<file path="config.mk">
export PLATFORM = sky130hd
export DESIGN_NAME = bpfde_ctrl
export DESIGN_NICKNAME = d
export VERILOG_FILES = /design/src/rtl/bpfde_pkg.sv /design/src/rtl/bpfde_ctrl.sv
export SDC_FILE = /design/constraint.sdc
export NUM_CORES = 1
export LEC_CHECK = 0
export BUFFER_PORTS_ARGS = -buffer_cell sky130_fd_sc_hd__buf_2
export CORE_MARGIN = 5
export CORE_UTILIZATION = 40
export CTS_CLUSTER_DIAMETER = 200
export CTS_CLUSTER_SIZE = 10
export DETAILED_ROUTE_END_ITERATION = 8
export PLACE_DENSITY_LB_ADDON = 0.1
export SYNTH_ARGS = -nofsm -noshare
export SYNTH_HDL_FRONTEND = slang
export SYNTH_SLANG_ARGS = --single-unit
export TNS_END_PERCENT = 30
</file>
<file path="constraint.sdc">
create_clock -name clk -period 1.8 [get_ports clk]
set_input_delay 0.27 -clock clk [delete_from_list [all_inputs] [get_ports clk]]
set_output_delay 0.27 -clock clk [all_outputs]
set_load 0.01 [all_outputs]
</file>
<file path="src/rtl/bpfde_pkg.sv">
// Shared types and constants for the band-packed frame store drawing engine.
// No dependencies.
package bpfde_pkg;

    localparam int COLUMNS_DEF = 160;
    localparam int BANDS = 6;
    localparam int ROW_MAX = 41;
    localparam int BAND_H = 7;

    typedef enum logic [2:0] {
        FN_FILL   = 3'd0,
        FN_SCROLL = 3'd1,
        FN_PIXEL  = 3'd2,
        FN_LINE   = 3'd3,
        FN_RECT   = 3'd4,
        FN_FRECT  = 3'd5,
        FN_READ   = 3'd6,
        FN_NONE   = 3'd7
    } func_t;

    typedef enum logic [3:0] {
        ST_IDLE,
        ST_CLEAR,
        ST_FILL,
        ST_SCROLL_RD,
        ST_SCROLL_WR,
        ST_LINE_INIT,
        ST_LINE_STEP,
        ST_PIX_RD,
        ST_PIX_WR,
        ST_READ_RD,
        ST_READ_WAIT,
        ST_OUT
    } state_t;

    // Datapath operations requested by the controller.
    typedef enum logic [3:0] {
        OP_NOP,
        OP_CLEAR_ADDR,
        OP_SWEEP_WR,
        OP_SCROLL_RD,
        OP_SCROLL_WR,
        OP_LINE_LOAD,
        OP_LINE_STEP,
        OP_PIX_RD,
        OP_PIX_WR,
        OP_READ_RD,
        OP_FRECT_LOAD
    } op_t;

    // When sweep_val is set, a sweep writes the fill byte chosen by the pen.
    typedef struct packed {
        op_t  op;
        logic sweep_val;
        logic [1:0] seg;
    } cmd_t;

    typedef struct packed {
        logic sweep_last;
        logic scroll_last;
        logic line_done;
        logic frect_done;
        logic frect_empty;
    } stat_t;

endpackage

</file>
<file path="src/rtl/bpfde_ctrl.sv">
// Command sequencer for the drawing engine; drives the datapath by op codes.
// Depends on bpfde_pkg.
module bpfde_ctrl
    import bpfde_pkg::*;
(
    input  logic       clk,
    input  logic       rst_n,
    input  logic       in_valid,
    output logic       in_ready,
    input  logic [2:0] in_func,
    output logic [2:0] func,
    output logic       out_valid,
    input  logic       out_ready,
    output logic       out_sel_read,
    output cmd_t       cmd,
    input  stat_t      stat
);
    state_t state_reg, state_next;
    logic [2:0] func_reg, func_next;
    logic [1:0] seg_reg, seg_next;

    assign func = (state_reg == ST_IDLE) ? in_func : func_reg;
    assign out_sel_read = (func_reg == FN_READ);

    always_ff @(posedge clk or negedge rst_n)
    begin
        if (!rst_n)
        begin
            state_reg <= ST_CLEAR;
            func_reg <= FN_NONE;
            seg_reg <= '0;
        end
        else
        begin
            state_reg <= state_next;
            func_reg <= func_next;
            seg_reg <= seg_next;
        end
    end

    always_comb
    begin
        state_next = state_reg;
        func_next = func_reg;
        seg_next = seg_reg;
        in_ready = 1'b0;
        out_valid = 1'b0;
        cmd = '{op: OP_NOP, sweep_val: 1'b0, seg: seg_reg};
        unique case (state_reg)
            ST_CLEAR:
            begin
                cmd.op = OP_SWEEP_WR;
                if (stat.sweep_last)
                begin
                    func_next = FN_NONE;
                    state_next = ST_OUT;
                end
            end
            ST_IDLE:
            begin
                in_ready = 1'b1;
                if (in_valid)
                begin
                    func_next = in_func;
                    seg_next = '0;
                    cmd.seg = '0;
                    unique case (func_t'(in_func))
                        FN_FILL:
                        begin
                            cmd.op = OP_CLEAR_ADDR;
                            state_next = ST_FILL;
                        end
                        FN_SCROLL:
                        begin
                            cmd.op = OP_CLEAR_ADDR;
                            state_next = ST_SCROLL_RD;
                        end
                        FN_PIXEL: state_next = ST_PIX_RD;
                        FN_LINE, FN_RECT:
                        begin
                            cmd.op = OP_LINE_LOAD;
                            state_next = ST_LINE_STEP;
                        end
                        FN_FRECT:
                        begin
                            cmd.op = OP_FRECT_LOAD;
                            state_next = stat.frect_empty ? ST_OUT : ST_PIX_RD;
                        end
                        FN_READ: state_next = ST_READ_RD;
                        default: state_next = ST_OUT;
                    endcase
                end
            end
            ST_FILL:
            begin
                cmd.op = OP_SWEEP_WR;
                cmd.sweep_val = 1'b1;
                if (stat.sweep_last)
                    state_next = ST_OUT;
            end
            ST_SCROLL_RD:
            begin
                cmd.op = OP_SCROLL_RD;
                state_next = ST_SCROLL_WR;
            end
            ST_SCROLL_WR:
            begin
                cmd.op = OP_SCROLL_WR;
                state_next = stat.scroll_last ? ST_OUT : ST_SCROLL_RD;
            end
            ST_LINE_STEP:
            begin
                // Read the pixel's byte; after the write, ST_LINE_INIT advances the walker.
                cmd.op = OP_PIX_RD;
                state_next = ST_PIX_WR;
            end
            ST_PIX_RD:
            begin
                cmd.op = OP_PIX_RD;
                state_next = ST_PIX_WR;
            end
            ST_PIX_WR:
            begin
                cmd.op = OP_PIX_WR;
                if (func_reg == FN_LINE || func_reg == FN_RECT)
                begin
                    state_next = ST_LINE_INIT;
                end
                else if (func_reg == FN_FRECT)
                begin
                    state_next = ST_OUT;
                    if (!stat.frect_done)
                    begin
                        state_next = ST_PIX_RD;
                    end
                end
                else
                    state_next = ST_OUT;
            end
            ST_LINE_INIT:
            begin
                // Advance the walker, move on to the next segment, or finish the command.
                if (stat.line_done)
                begin
                    if (func_reg == FN_RECT && seg_reg != 2'd3)
                    begin
                        seg_next = seg_reg + 2'd1;
                        cmd.seg = seg_reg + 2'd1;
                        cmd.op = OP_LINE_LOAD;
                        state_next = ST_LINE_STEP;
                    end
                    else
                        state_next = ST_OUT;
                end
                else
                begin
                    cmd.op = OP_LINE_STEP;
                    state_next = ST_LINE_STEP;
                end
            end
            ST_READ_RD:
            begin
                cmd.op = OP_READ_RD;
                state_next = ST_READ_WAIT;
            end
            ST_READ_WAIT: state_next = ST_OUT;
            ST_OUT:
            begin
                out_valid = 1'b1;
                if (out_ready)
                    state_next = ST_IDLE;
            end
            default: state_next = ST_IDLE;
        endcase
    end

endmodule

</file>
Yosys cells after proc, flatten, opt, wreduce, memory -nomap -nowiden
Index checks and enable logic that the tools add are counted.
{ "word_totals": {"input_bits": 12, "n_memories": 0, "ram_bits": 0, "latch_bits": 0, "mem_bits_ro": 0, "regBits": 9, "elab_cells": 69} }
{ "op_classes": {"mul": 0, "n_reduce_logical": 11, "bitwise": 0, "div_mod_pow": 0, "n_eq_ne": 26, "n_mux": 28, "shift": 0, "n_lt_le_gt_ge": 0, "add_sub_neg": 1} }
{ "ops": {"columns": ["op", "count"], "rows": [
  ["2-to-1 mux 4 bit", 12],
  ["one-hot mux 4 bit (10 select lines)", 1],
  ["one-hot mux 4 bit (8 select lines)", 1],
  ["one-hot mux 4 bit (6 select lines)", 1],
  ["equality test 3 bit (second input constant)", 6],
  ["equality test 4 x 3 -> 1 bit (second input constant)", 4],
  ["equality test 4 bit (second input constant)", 4],
  ["2-to-1 mux 3 bit", 4],
  ["one-hot mux 4 bit (3 select lines)", 1],
  ["equality test 3 x 2 -> 1 bit (second input constant)", 3],
  ["equality test 4 x 2 -> 1 bit (second input constant)", 2],
  ["!= test 2 bit (second input constant)", 4],
  ["OR reduction 2 bit", 4],
  ["2-to-1 mux 2 bit", 3],
  ["one-hot mux 3 bit (2 select lines)", 1],
  ["AND reduction 3 bit", 2],
  ["equality test 4 x 1 -> 1 bit (second input constant)", 1],
  ["logical NOT 4 bit", 1],
  ["one-hot mux 2 bit (2 select lines)", 1],
  ["equality test 3 x 1 -> 1 bit (second input constant)", 1],
  ["logical NOT 3 bit", 1],
  ["2-to-1 mux 1 bit", 3],
  ["adder 2 x 1 -> 2 bit (second input constant)", 1],
  ["!= test 2 x 1 -> 1 bit (second input constant)", 1],
  ["3 further kinds", 3]
]} }

Depth between registers and ports, before layout
{ "depth": {"ltp_word": 5, "mapped_depth": 7} }

Least setup slack after synthesis
Ideal clock, no wire load.
{ "synth_path": {"path_type": "register -> output", "startpoint": "register state_reg[1]", "endpoint": "output cmd[3] in the netlist's numbering", "stages_incl_launch_ff": 6, "t_arrival_ns": 1.420, "t_required_ns": 1.530, "path_slack_ns": 0.110, "path_cell_list": "dfrtp_1 -> buf_2 -> nor4_2 -> buf_2 -> nand2_1 -> o211ai_1"} }
{ "synth_rtl": {"columns": ["item", "line", "text"], "rows": [
  ["start, declared", "bpfde_ctrl.sv:18", "state_t state_reg, state_next;"],
  ["start signal, assigned", "bpfde_ctrl.sv:35", "state_reg <= state_next;"],
  ["end, declared", "bpfde_ctrl.sv:15", "output cmd_t cmd,"]
]} }

Worst setup path in the final report
{ "layout_path": {"startpoint": "register state_reg[2]", "endpoint": "output func[0]"} }
{ "layout_between": {"elab_chain_cells": 2} }
{ "layout_rtl": {"columns": ["item", "line", "text"], "rows": [
  ["logical NOT 4 bit", "bpfde_ctrl.sv:22", "assign func = (state_reg == ST_IDLE) ? in_func : func_reg;"],
  ["2-to-1 mux 3 bit", "bpfde_ctrl.sv:22", null],
  ["end, declared", "bpfde_ctrl.sv:11", "output logic [2:0] func,"]
]} }
Every way passes these cells.

==> out/metrics.yaml <==
yosys:
  synthTopCellsByCount: "12 x nand2_1, 12 x o21ai_0, 11 x nor2_1"
  ys_seq_area_frac: 0.263
  yosys.area.top_type: "dfrtp_1"
  synthArstFlopShare: 1.00
  ys_types: 38
  syn_inst: 120
  synth_top_area_frac: 0.143
  yosys-top-cells-area: "dfrtp_1 14%, dfstp_2 12%, o21ai_0 6.9%"
  synth-edff-count: 0
  synthesis.area_um2: 876
  ys_warn_count: 0
  synth.avg_cell_area_um2: 7.30
  synth_nets: 133
  ys_seq_elements: 9
  yosys_most_used_dff: "dfrtp_1"
clocking:
  clkLatencyLatePin_ns: 0.25
  htree_levels: 1
  clockRootBuffer: "clkbuf_4"
  cts_tree: "yes"
  clkSinkCount: 9
  clk_path_buf_depth: 2
  clk_pin_slew_worst_paths_ns: 0.05
  cts_buffers: 3
critical_path:
  worstSetupEndpointType: "primary output"
  required_ns: 1.53
  arrival_ns: 1.62
  cp_max_fo: 12
  worstSetupStartpointType: "flip-flop"
  setup.worst_path.class: "flip-flop to primary output"
layout:
  drive_above_1_share: 0.407
  nets: 164
  design_area_um2: 1230
  insertedDiodeCount: 0
  syn_to_final_growth_pct: 40.0
  final_util: 0.571
  final_cells: 178
  largest_reg_flops: 4
floorplan:
  die_w_um: 56.8
  core-area_um2: 2150
  io_pins: 25
  fp-row-count: 17
  start_util: 0.408
  dieHeight_um: 56.8
  dieArea_um2: 3230
pwr:
  power_density_nw_per_um2: 1660
  power.total_mw: 2.04
  seq_power_share: 0.211
  p_leak_nw: 0.537
  sw_frac_of_total: 0.469
  ir_drop_mv: 0.917
  combPwrFrac: 0.718
  clockPowerShare: 0.071
  p_sw_mw: 0.956
  internal-power_mw: 1.08
placement:
  dp.final_hpwl_mm: 1.85
  dpl_cell_area_um2: 1020
  dp.cells: 168
  port_buffers: 24
  place.gp.congestion: 0.845
route:
  postRouteAntennaNets: 0
  routedWlPerCell_um: 14.6
  drtIter0Drc: 25
  post-route-drc-count: 0
  vias_per_cell: 5.65
  route.final.wire_length_mm: 2.60
  drt_first_pass_iters: 4
  dr_total_vias: 1005
global_route:
  grt_max_degree: 19
  gr-total-overflow: 0
  antenna_found_initial: 0
  grt_pass1_vias: 953
  grt_pass1_wl_mm: 4.16
  grt_usage: 0.161
timing:
  setup_viol: 7
  fin_skew_ns: 0.00160
  final.period_utilization: 1.05
  fmax_mhz: 528
  timing.final.ws_setup_ns: -0.0943
  rsz0062_at_grt: "yes"
  hold_violations: 0
  worstMarginPinSlew_ns: 0.326
  drv_slew: 0
  whs_ns: 0.281
  slew_headroom: 0.781
  final.min_clock_period_ns: 1.89
flow_run:
  drv_cap: 0
status:
  outcome: "complete, but fails checks"
  violations: "negative setup slack"
hold_path:
  hp-class: "primary input to flip-flop"
cell usage in the layout (no fill, tap or decap), drive strengths merged, types with 2 or more instances in the layout:
cell and count:
nor2b 6, nand3 3, and3b 2, a21oi 10, dfstp 4, nor2 11
buf 34, clkbuf 4, dfrtp 5, o21ai 19, nand2 12, nor3b 2
o211ai 2, nor3 5, o21a 2, inv 5, nor4b 2, nand2b 3
layer usage:
metal	part of all wire	routed length, µm	global-route usage	up-vias
met5	0	0	0	-
met4	0.013	35	0.0629	0
met3	0.080	209	0.0299	4
met2	0.49	1260	0.272	50
met1	0.42	1090	0.199	458
li1	-	-	-	493
cell families (layout without fill, tap and decap cells):
family	Yosys count	after routing	synth area share
XOR/XNOR	1	1	0.0100
buffers and inverters	14	44	0.0743
flip-flops	9	9	0.263
adder cells (fa/ha/maj)	1	1	0.0143
AND/OR/NAND/NOR	53	53	0.343
AO/OA/AOI/OAI	40	40	0.271
multiplexers	2	2	0.0243
through the flow:
stage | worst slack [ns] | setup TNS [ns]
after global routing | -0.211 | -1.25
after global placement | 0.0487 | 0
after floorplan | 0.110 | 0
after CTS | -0.0949 | -0.358
final | -0.0943 | -0.446
after detailed placement | 0.0135 | 0
critical path, stage by stage, from the launching register on:
cell and delay (ns):
dfrtp_1 0.40, nor4_4 0.35, buf_6 0.20, mux2_4 0.31, buf_6 0.12
power groups by stage:
stage	sequential (mW)	clock, mW	combinational (mW)
CTS	0.427	0.152	1.39
global route	0.444	0.165	1.60
global placement	0.406	0	1.19
finish	0.429	0.145	1.46
floorplan	0.370	0	0.865
detailed placement	0.412	0	1.17
final timing paths:
check                                               from                        to  slack (ns)  cells after the start
worst min-delay path                           out_ready  state_reg[3]$_DFFE_PN0P_        0.28                      2
worst max-delay path            state_reg[2]$_DFFE_PN0P_                   func[0]       -0.09                      4
worst min register to register   func_reg[0]$_DFFE_PN1P_   func_reg[0]$_DFFE_PN1P_        0.53                      2
worst max register to register  state_reg[0]$_DFFE_PN1P_  state_reg[3]$_DFFE_PN0P_        0.11                      5
max in group asynchronous                          rst_n  state_reg[0]$_DFFE_PN1P_        1.16                      2
min in group asynchronous                          rst_n      seg_reg[0]$_DFF_PN0_        0.40                      2
repair_timing:
action,4_1_cts,5_1_grt
pin swaps,3,3
endpoints found under the setup margin,9,12
endpoints found under the hold margin,5,0
resized for setup,19,9
setup buffers,4,1
hold buffers,1,0
cell type report:
type / count / area [µm²]
inverter: 5 / 18.8
sequential: 9 / 230
fill: 209 / 922
tap: 28 / 35.0
multi-input combinational: 97 / 681
clock buffer: 4 / 26.3
timing repair buffer: 35 / 235
Note: power is estimated with default switching activity, not from simulation.
